`config.mk`:
```
export PLATFORM = sky130hd
export DESIGN_NAME = steq_ctrl
export DESIGN_NICKNAME = d
export VERILOG_FILES = /design/src/hdl/steq_pkg.sv /design/src/hdl/steq_ctrl.sv
export SDC_FILE = /design/constraint.sdc
export NUM_CORES = 1
export LEC_CHECK = 0
export BUFFER_PORTS_ARGS = -buffer_cell sky130_fd_sc_hd__clkbuf_2
export CORE_AREA = 3 3 40 42
export CTS_BUF_LIST = sky130_fd_sc_hd__clkbuf_8
export CTS_CLUSTER_DIAMETER = 100
export DETAILED_ROUTE_END_ITERATION = 16
export DIE_AREA = 0 0 43 45
export GPL_ROUTABILITY_DRIVEN = 1
export SLEW_MARGIN = 20
export SYNTH_ARGS = -nofsm -noshare
export SYNTH_HDL_FRONTEND = slang
export SYNTH_SLANG_ARGS = --single-unit
```
`constraint.sdc`:
```
create_clock -name clk -period 2.3 [get_ports clk]
set_input_delay 0.575 -clock clk [delete_from_list [all_inputs] [get_ports clk]]
set_output_delay 0.575 -clock clk [all_outputs]
set_load 0.02 [all_outputs]
```
`src/hdl/steq_pkg.sv`:
```
// steq_pkg: shared types and constants of the sorted timer event queue
// no dependencies; used by steq_ctrl, steq_datapath and the top level
`default_nettype none
package steq_pkg;

  localparam int QUEUE_DEPTH_DEF = 16;
  localparam int TIME_BITS_DEF   = 48;
  localparam int TIME_W          = 48;
  localparam int ID_W            = 16;
  localparam int DELAY_W         = 32;
  localparam int MAX_FIRES       = 16;
  localparam int FIRE_W          = $clog2(MAX_FIRES + 1);

  typedef enum logic [1:0] {
    KIND_SCHED  = 2'd0,
    KIND_REJECT = 2'd1,
    KIND_FIRED  = 2'd2,
    KIND_NONE   = 2'd3
  } kind_t;

  typedef enum logic [2:0] {
    ST_IDLE,
    ST_SCHED_ADD,
    ST_SCHED_INS,
    ST_POP,
    ST_REIN_ADD,
    ST_REIN_INS
  } state_t;

  typedef struct packed {
    logic latch;
    logic sched_add;
    logic sched_ins;
    logic pop;
    logic none_due;
    logic rein_load;
    logic rein_ins;
  } cmd_t;

  typedef struct packed {
    logic is_update;
    logic front_due;
    logic pop_last;
    logic rein_done;
  } status_t;

endpackage
`default_nettype wire

```
`src/hdl/steq_ctrl.sv`:
```
// steq_ctrl: sequencer for schedule, expiry pass and reinsertion
// depends on steq_pkg for state, command and status types
`default_nettype none
module steq_ctrl (
  input  wire logic              clk,
  input  wire logic              rst_n,
  input  wire logic              start,
  input  wire steq_pkg::status_t sts,
  output steq_pkg::cmd_t         cmd,
  output logic                   busy
);

  steq_pkg::state_t state_r, state_nxt;

  always_ff @(posedge clk) begin
    if (!rst_n) begin
      state_r <= steq_pkg::ST_IDLE;
    end else begin
      state_r <= state_nxt;
    end
  end

  always_comb begin
    state_nxt = state_r;
    unique case (state_r)
      steq_pkg::ST_IDLE: begin
        if (start) begin
          state_nxt = sts.is_update ? steq_pkg::ST_POP : steq_pkg::ST_SCHED_ADD;
        end
      end
      steq_pkg::ST_SCHED_ADD: state_nxt = steq_pkg::ST_SCHED_INS;
      steq_pkg::ST_SCHED_INS: state_nxt = steq_pkg::ST_IDLE;
      steq_pkg::ST_POP: begin
        if (!sts.front_due) begin
          state_nxt = steq_pkg::ST_IDLE;
        end else if (sts.pop_last) begin
          state_nxt = steq_pkg::ST_REIN_ADD;
        end
      end
      steq_pkg::ST_REIN_ADD: begin
        state_nxt = sts.rein_done ? steq_pkg::ST_IDLE : steq_pkg::ST_REIN_INS;
      end
      steq_pkg::ST_REIN_INS: state_nxt = steq_pkg::ST_REIN_ADD;
      default: state_nxt = steq_pkg::ST_IDLE;
    endcase
  end

  always_comb begin
    cmd  = '0;
    busy = 1'b1;
    unique case (state_r)
      steq_pkg::ST_IDLE: begin
        busy      = 1'b0;
        cmd.latch = start;
      end
      steq_pkg::ST_SCHED_ADD: cmd.sched_add = 1'b1;
      steq_pkg::ST_SCHED_INS: cmd.sched_ins = 1'b1;
      steq_pkg::ST_POP: begin
        cmd.pop      = sts.front_due;
        cmd.none_due = !sts.front_due;
      end
      steq_pkg::ST_REIN_ADD: cmd.rein_load = !sts.rein_done;
      steq_pkg::ST_REIN_INS: cmd.rein_ins = 1'b1;
      default: busy = 1'b1;
    endcase
  end

endmodule
`default_nettype wire

```
==> results of run 1 <==
## metrics by stage
step	hold WS (ps)	util, %	worst slack (ps)
6_report	602	26.7	451
5_1_grt	620	26.7	386
4_1_cts	601	26.7	438
3_5_place_dp	624	23.2	561
3_3_place_gp	605	23.2	617
2_1_floorplan	508	-	411
## metal layers
layer / share of wire, % / up-vias
met1: 51 / 109
met5: 0 / -
li1: - / 132
met4: 2.3 / 0
met3: 8.2 / 2
met2: 38 / 14
## cell usage after synthesis
cell,count
sky130_fd_sc_hd__a211oi_1,1
sky130_fd_sc_hd__a21oi_1,1
sky130_fd_sc_hd__a32oi_1,1
sky130_fd_sc_hd__and3_1,1
sky130_fd_sc_hd__and4b_2,1
sky130_fd_sc_hd__buf_2,1
sky130_fd_sc_hd__buf_6,1
sky130_fd_sc_hd__dfxtp_1,3
sky130_fd_sc_hd__inv_1,2
sky130_fd_sc_hd__nand2_1,1
sky130_fd_sc_hd__nand2b_1,2
sky130_fd_sc_hd__nor2_1,2
sky130_fd_sc_hd__nor2b_1,1
sky130_fd_sc_hd__nor3_1,1
sky130_fd_sc_hd__nor3b_1,2
sky130_fd_sc_hd__nor4b_1,1
sky130_fd_sc_hd__nor4bb_1,1
sky130_fd_sc_hd__o21ai_0,1
sky130_fd_sc_hd__o221a_1,1
sky130_fd_sc_hd__or3_1,1
sky130_fd_sc_hd__or3_4,1
## layout make-up
class / count / area share [%]
multi-input cells: 20 / 41.2
repair buffers: 14 / 20.4
flip-flops and latches: 3 / 17.5
clock buffers: 3 / 12.0
well taps: 15 / 5.47
inverters: 2 / 2.19
clock inverters: 1 / 1.09
## cells by family after synthesis
group | Yosys count | synth area share (%)
and+or+nand+nor | 15 | 46.1
AOI/OAI and AO/OA | 5 | 16.7
buffers and inverters | 4 | 10.6
DFF | 3 | 26.7
## power by group
part / internal, mW / total, mW / switching [mW]
clock: 0.114 / 0.149 / 0.0350
sequential: 0.0571 / 0.0676 / 0.0106
combinational: 0.0273 / 0.0608 / 0.0335
## worst min-delay path by stage
stage / cells past startpoint / from / endpoint
2_1_floorplan: 2 / state_r[2]$_SDFFE_PN0P_ / state_r[1]$_SDFFE_PN0P_
3_3_place_gp: 1 / state_r[2]$_SDFFE_PN0P_ / state_r[1]$_SDFFE_PN0P_
3_5_place_dp: 1 / state_r[2]$_SDFFE_PN0P_ / state_r[1]$_SDFFE_PN0P_
4_1_cts: 2 / rst_n / state_r[2]$_SDFFE_PN0P_
5_1_grt: 2 / rst_n / state_r[0]$_SDFFE_PN0P_
6_report: 2 / rst_n / state_r[2]$_SDFFE_PN0P_
## worst max-delay path, cell delays in order (launching register included)
cell and delay (ps):
sky130_fd_sc_hd__dfxtp_1 370, sky130_fd_sc_hd__or3_4 430, sky130_fd_sc_hd__nor2_1 90, sky130_fd_sc_hd__clkbuf_2 170
==> metrics.yaml, run 1 <==
outcome: "finished, final reports clean"
routed_wirelength_um: 607
busiest_layer: "met1"
cts_inserted_buffers: 3
setup.reg_to_reg.worst_slack_ps: 1150
grt.met3_usage_pct: 2.79
antenna-diode-count: 0
die_extent_in_x_um: 43
path_clk_slew_ps: 30
endpoint: "cmd[6]"
ctsResizeCount: 0
crit_path_end_kind: "output pin"
global_route.usage.total_pct: 6.74
critical_path_class: "flip-flop to output pin"
layout.nets: 51
detailedRoute.firstIterationViolations: 2
startpoint_type: "flip-flop"
finalCritPeriodShare_pct: 80.4
final_cell_count_no_fill: 58
report.power.total_uw: 277
floorplan.rows: 13
dp.cells: 54
achievable_clock_frequency_mhz: 541
regToRegStartpoint: "state_r[1]$_SDFFE_PN0P_"
grt_overflow: 0
initial_cell_density_of_the_core_pct: 17.5
synth_area_leader_cell: "sky130_fd_sc_hd__dfxtp_1"
synthesis.nets: 34
layout-drive-gt1-share_pct: 44.2
die_area_um2: 1940
flow.area_growth_from_synthesis_pct: 52.2
post-route-drc-count: 0
final_cell_mix: "sky130_fd_sc_hd__clkbuf_2, sky130_fd_sc_hd__inv_1, sky130_fd_sc_hd__clkbuf_8, sky130_fd_sc_hd__dfxtp_1"
critPathLaunch: "state_r[1]$_SDFFE_PN0P_"
rsz0062_at_grt: "false"
port_buffers: 14
power.static_leakage_nw: 0.166
yosysTopAreaCellShare_pct: 26.7
netlist_top_cells_area: "sky130_fd_sc_hd__dfxtp_1, sky130_fd_sc_hd__nor3b_1, sky130_fd_sc_hd__nand2b_1"
cts.sinks: 3
multiInputGateArea_um2: 141
core_region_area_um2: 1280
max_h_tree_level: 1
rr_endpoint: "state_r[0]$_SDFFE_PN0P_"
clock_insertion_delay_worst_skew_ps: 220
reg.largest.list: "state_r: 3 flops"
grt_start_max_net_pins: 12
layout.cells.most_common: "sky130_fd_sc_hd__clkbuf_2"
holdBufCountCts: 0
place_congestion: 0.757
synth-seq-cells: 3
n_fill_cell: 145
grt_util_met1_pct: 9.86
dpl_cell_area_um2: 298
global_route.usage.met2_pct: 6.29
layout.area.seq_um2: 60.1
critPathMaxFanout: 9
yosys_cell_types: 21
tritoncts: "done"
finalMaxSlewViolations: 0
final_antenna_net_count: 0
postSynthAreaPerCell_um2: 8.34
deepest_clock_path_buffer_count: 2
vias_per_cell: 4.43
least_margin_pin_slew_ps: 309
power.ir.vdd_worst_mv: 0.242
route.vias.total: 257
largest_register_ffs: 3
final-setup-viol-count: 0
fin_skew_ps: 1.92
synth_cells: 27
pwr_density_cell_nw_per_um2: 808
worst-r2r-cell-count: 2
fin_setup_tns_ps: 0
post-route-min-period_ps: 1850
crit_arrival_ps: 1270
regMostFlops: "state_r"
post_drt_wl_per_cell_um: 10.5
drt_first_pass_iters: 4
post_cts.repair.setup_buffers: 0
critPathRequiredTime_ps: 1730
slew_headroom_pct: 79.4
cts_root_buffer: "sky130_fd_sc_hd__clkbuf_8"
cell_area_after_layout_um2: 343
synthesis.area_um2: 225
synth.yosys.seq_area_share_pct: 26.7
grt_first_pass_wirelength_um: 931
timing.final.hold_violations: 0
max_cap_violations: 0
grt_pass1_vias: 227
grt_antenna_before_repair: 0
min_path_type: "input pin to flip-flop"
synthesis.yosys.warnings: 0
floorplan.io_pins: 15
die_y_um: 45
Note: power is estimated with default switching activity, not from simulation.
==> inputs of run 2 (changes only) <==
- clock period: 2.3 -> 1.7 ns (I/O delays scaled with it)
==> run 2 against run 1 <==
Against the previous run:
- final cell count unchanged
- clock power up 34%
- combinational power up 37%
- core utilization up 0.49 points
==> metrics.yaml, run 2 (same netlist as run 1, synthesis figures left out) <==
outcome: "finished, final reports clean"
finalCritPeriodShare_pct: 95.8
core_region_area_um2: 1280
n_fill_cell: 150
min_path_type: "input pin to flip-flop"
layout.nets: 51
final_cell_count_no_fill: 58
floorplan.io_pins: 15
timing.final.hold_violations: 0
drt_first_pass_iters: 2
met1_length_um: 294
multiInputGateArea_um2: 141
global_route.usage.total_pct: 7.56
post-route-drc-count: 0
initial_cell_density_of_the_core_pct: 17.5
series_of_cell_instances_along_the_critical_path: "or3_4 -> nor2_1 -> buf_4"
final_antenna_net_count: 0
cts.sinks: 3
cts_root_buffer: "sky130_fd_sc_hd__clkbuf_8"
power.ir.vdd_worst_mv: 0.435
p_seq_share_pct: 24.9
dpl_cell_area_um2: 298
final_util_pct: 27.2
grt_first_pass_wirelength_um: 1010
post-route-min-period_ps: 1630
cts_inserted_buffers: 3
layout.area.seq_um2: 63.8
grt_pass1_vias: 244
post_cts.repair.setup_buffers: 0
critPathMaxFanout: 9
reg.largest.list: "state_r: 3 flops"
final_cell_mix: "sky130_fd_sc_hd__clkbuf_2, sky130_fd_sc_hd__inv_1, sky130_fd_sc_hd__clkbuf_8, sky130_fd_sc_hd__dfxtp_2"
grt_overflow: 0
met2_wirelength_um: 234
port_buffers: 14
holdPathStages: 2
critPathRequiredTime_ps: 1270
highest_layer: "met4"
crit_family: "simple AND/OR/NAND/NOR gates"
holdBufCountCts: 0
worst_path_largest_cell_delay_ps: 400
flow.area_growth_from_synthesis_pct: 55.0
crit_path_end_kind: "output pin"
power.switching_fraction_pct: 27.9
floorplan.rows: 13
routed_wirelength_um: 619
cell_area_after_layout_um2: 349
post_drt_wl_per_cell_um: 10.7
layout.cells.most_common: "sky130_fd_sc_hd__clkbuf_2"
layout-drive-gt1-share_pct: 51.2
pwr_density_cell_nw_per_um2: 1080
achievable_clock_frequency_mhz: 614
rr_endpoint: "state_r[0]$_SDFFE_PN0P_"
vias_per_cell: 4.40
deepest_clock_path_buffer_count: 2
die_area_um2: 1940
slew_headroom_pct: 83.4
worst-r2r-cell-count: 2
startpoint_type: "flip-flop"
fin_setup_tns_ps: 0
die_y_um: 45
route.vias.total: 255
final-setup-viol-count: 0
standard_cell_with_the_maximum_stage_delay_on_the_critical_path: "sky130_fd_sc_hd__or3_4"
critical_path_class: "flip-flop to output pin"
power.static_leakage_nw: 0.167
setup.reg_to_reg.worst_slack_ps: 600
antenna-diode-count: 0
max_h_tree_level: 1
power.clock.fraction_pct: 53.0
tritoncts: "done"
finalMaxSlewViolations: 0
comb_power_share_pct: 22.2
rsz0062_at_grt: "false"
regToRegStartpoint: "state_r[1]$_SDFFE_PN0P_"
grt_start_max_net_pins: 12
place_congestion: 0.711
regMostFlops: "state_r"
detailedRoute.firstIterationViolations: 3
largest_register_ffs: 3
hold_end: "state_r[0]$_SDFFE_PN0P_"
dp.cells: 54
die_extent_in_x_um: 43
fin_skew_ps: 2.23
place_hpwl_um: 457
timing.critical_path.buf_inv: 1
crit_arrival_ps: 1200
least_margin_pin_slew_ps: 245
worstHoldStart: "rst_n"
p_switching_uw: 105
grt_antenna_before_repair: 0
met3RoutedLength_um: 74
max_cap_violations: 0
intPower_uw: 271
path_clk_slew_ps: 30
clock_insertion_delay_worst_skew_ps: 210
## run 2: power groups by stage
stage | clock (mW) | combinational [mW] | sequential (mW)
after floorplan | 0 | 0.0634 | 0.0830
after global placement | 0 | 0.0832 | 0.0925
after detailed placement | 0 | 0.0825 | 0.0922
after CTS | 0.206 | 0.0847 | 0.0919
after global routing | 0.215 | 0.0933 | 0.0947
final | 0.199 | 0.0833 | 0.0935
## run 2: cell type report
type	count	share of cell area, %
multi-input cells	20	40.5
repair buffers	14	20.8
flip-flops and latches	3	18.3
clock inverters	1	1.08
well taps	15	5.38
clock buffers	3	11.8
inverters	2	2.15
## run 2: worst max path at each step
stage,start,to,cells after the start,slack (ps)
after floorplan,state_r[0]$_SDFFE_PN0P_,cmd[1],2,70
after global placement,state_r[1]$_SDFFE_PN0P_,cmd[6],3,220
after detailed placement,state_r[1]$_SDFFE_PN0P_,cmd[6],3,210
after CTS,state_r[2]$_SDFFE_PN0P_,cmd[6],3,10
after global routing,state_r[1]$_SDFFE_PN0P_,cmd[6],3,10
final,state_r[1]$_SDFFE_PN0P_,cmd[6],3,70
## run 2: worst reg2reg max path, cell delays in order (launching register included)
cell and delay (ps):
sky130_fd_sc_hd__dfxtp_2 350, sky130_fd_sc_hd__or3_4 400, sky130_fd_sc_hd__o221a_1 240
## run 2: routing by layer
metal  up-vias  global-route usage, %
li1        133                      -
met1       106                   8.63
met2        14                   9.28
met3         2                   4.78
met4         0                   7.23
met5         -                      0
## run 2: repair_timing
action / 4_1_cts / 5_1_grt
resized for setup: 2 / 3
endpoints found under the hold margin: 0 / 0
setup endpoints to repair: 1 / 1
## run 2: per-stage QoR
stage	setup slack, ps	power [mW]	hold slack [ps]
final	70.7	0.376	446
after global routing	14.7	0.403	461
after CTS	9.64	0.382	452
after detailed placement	215	0.175	617
after global placement	222	0.176	612
after floorplan	69.2	0.146	508
==> inputs of run 3 (changes only) <==
- SETUP_SLACK_MARGIN: unset -> 0.5
==> run 3 against run 2 <==
Against the previous run:
- global-route usage rose by 1.1 points
- setup slack improved by 16 ps
- design area rose by 39%
- maximum frequency rose by 0.99%
- critical path type unchanged
- critical endpoint is now cmd[0]
- largest cell class unchanged
==> metrics.yaml, run 3 (same netlist as run 1, synthesis figures left out) <==
rsz0062_at_grt: "true"
final-setup-viol-count: 0
die_extent_in_x_um: 43
least_margin_pin_slew_ps: 252
cts_inserted_buffers: 3
place_hpwl_um: 505
pwr_density_cell_nw_per_um2: 879
regMostFlops: "state_r"
final_util_pct: 37.7
power.static_leakage_nw: 0.214
fin_skew_ps: 4.48
grt_start_max_net_pins: 12
place_congestion: 0.725
core_region_area_um2: 1280
crit_arrival_ps: 1190
post_drt_wl_per_cell_um: 11.5
outcome: "finished, final reports clean"
global_route.usage.total_pct: 8.65
crit_path_end_kind: "output pin"
routed_wirelength_um: 710
max_cap_violations: 0
path_clk_slew_ps: 30
max_h_tree_level: 1
power.ir.vdd_worst_mv: 0.402
achievable_clock_frequency_mhz: 620
antenna-diode-count: 0
layout.area.seq_um2: 71.3
die_area_um2: 1940
fin_setup_tns_ps: 0
floorplan.rows: 13
detailedRoute.firstIterationViolations: 4
slew_headroom_pct: 83.0
flow.area_growth_from_synthesis_pct: 115
initial_cell_density_of_the_core_pct: 17.5
tritoncts: "done"
finalMaxSlewViolations: 0
multiInputGateArea_um2: 190
layout-drive-gt1-share_pct: 72.3
critical_path_class: "flip-flop to output pin"
cell_area_after_layout_um2: 484
finalCritPeriodShare_pct: 94.9
min_path_type: "input pin to flip-flop"
port_buffers: 14
route.vias.total: 285
post-route-min-period_ps: 1610
dp.cells: 54
critPathMaxFanout: 4
final_cell_count_no_fill: 62
final_cell_mix: "sky130_fd_sc_hd__clkbuf_2, sky130_fd_sc_hd__clkbuf_8, sky130_fd_sc_hd__buf_4"
layout.cells.most_common: "sky130_fd_sc_hd__clkbuf_2"
n_fill_cell: 139
largest_register_ffs: 3
cts_root_buffer: "sky130_fd_sc_hd__clkbuf_8"
drt_first_pass_iters: 2
startpoint_type: "flip-flop"
report.power.total_uw: 426
grt_first_pass_wirelength_um: 1210
vias_per_cell: 4.60
floorplan.io_pins: 15
holdBufCountCts: 0
reg.largest.list: "state_r: 3 flops"
timing.final.hold_violations: 0
grt_pass1_vias: 278
dpl_cell_area_um2: 330
cts.sinks: 3
critPathRequiredTime_ps: 1270
deepest_clock_path_buffer_count: 2
grt_overflow: 0
clock_insertion_delay_worst_skew_ps: 220
layout.nets: 55
grt_antenna_before_repair: 0
final_antenna_net_count: 0
post-route-drc-count: 0
die_y_um: 45
[run 3: cell count changes in the layout (fill, tap and decap cells not counted), moves of 3 or more]
| cell | change |
|---|---|
| sky130_fd_sc_hd__dfxtp_4 | +3 |
| sky130_fd_sc_hd__buf_6 | +3 |
| sky130_fd_sc_hd__dfxtp_2 | -3 |
| sky130_fd_sc_hd__buf_4 | +4 |
| sky130_fd_sc_hd__clkbuf_2 | -7 |
[run 3: worst max-delay path, cell delays in order (launching register included)]
cell	delay, ps
sky130_fd_sc_hd__dfxtp_4	340
sky130_fd_sc_hd__buf_4	150
sky130_fd_sc_hd__buf_6	110
sky130_fd_sc_hd__inv_1	60
sky130_fd_sc_hd__and3_4	170
sky130_fd_sc_hd__clkbuf_8	130
[run 3: what timing repair did]
item	4_1_cts	5_1_grt
pin swaps	2	1
endpoints found under the setup margin	10	9
gates resized for setup	18	11
setup buffers	3	1
[run 3: final timing paths]
kind / from / endpoint / slack, ps / depth (start not counted)
hold / removal: rst_n / state_r[2]$_SDFFE_PN0P_ / 460 / 2
setup reg to reg: state_r[2]$_SDFFE_PN0P_ / state_r[1]$_SDFFE_PN0P_ / 550 / 4
hold reg to reg: state_r[2]$_SDFFE_PN0P_ / state_r[1]$_SDFFE_PN0P_ / 550 / 2
setup / recovery: state_r[1]$_SDFFE_PN0P_ / cmd[0] / 90 / 5
[run 3: cell type report]
cell class	count	area share (%)
Timing Repair Buffer	18	31.3
Inverter	2	1.55
Tap cell	15	3.88
Sequential cell	3	14.7
Clock inverter	1	0.775
Clock buffer	3	8.53
Multi-Input combinational cell	20	39.3
[run 3: metal layers]
layer	wire length, um	track usage (%)	up-vias	part of all wire, %
li1	-	-	141	-
met1	278	9.35	134	39
met2	365	13.8	8	51
met3	44	1.59	2	6.2
met4	22	9.04	0	3.1
met5	0	0	-	0
[run 3: metrics by stage]
stage | hold WS [ps] | setup slack (ps)
3_5_place_dp | 649 | 216
4_1_cts | 456 | 61.0
6_report | 463 | 86.6
3_3_place_gp | 621 | 233
2_1_floorplan | 512 | 292
5_1_grt | 479 | 55.8
[run 3: power by group]
group,switching (mW),total (mW),internal [mW]
clock,0.0512,0.205,0.154
combinational,0.0615,0.130,0.0683
sequential,0.0134,0.0906,0.0773
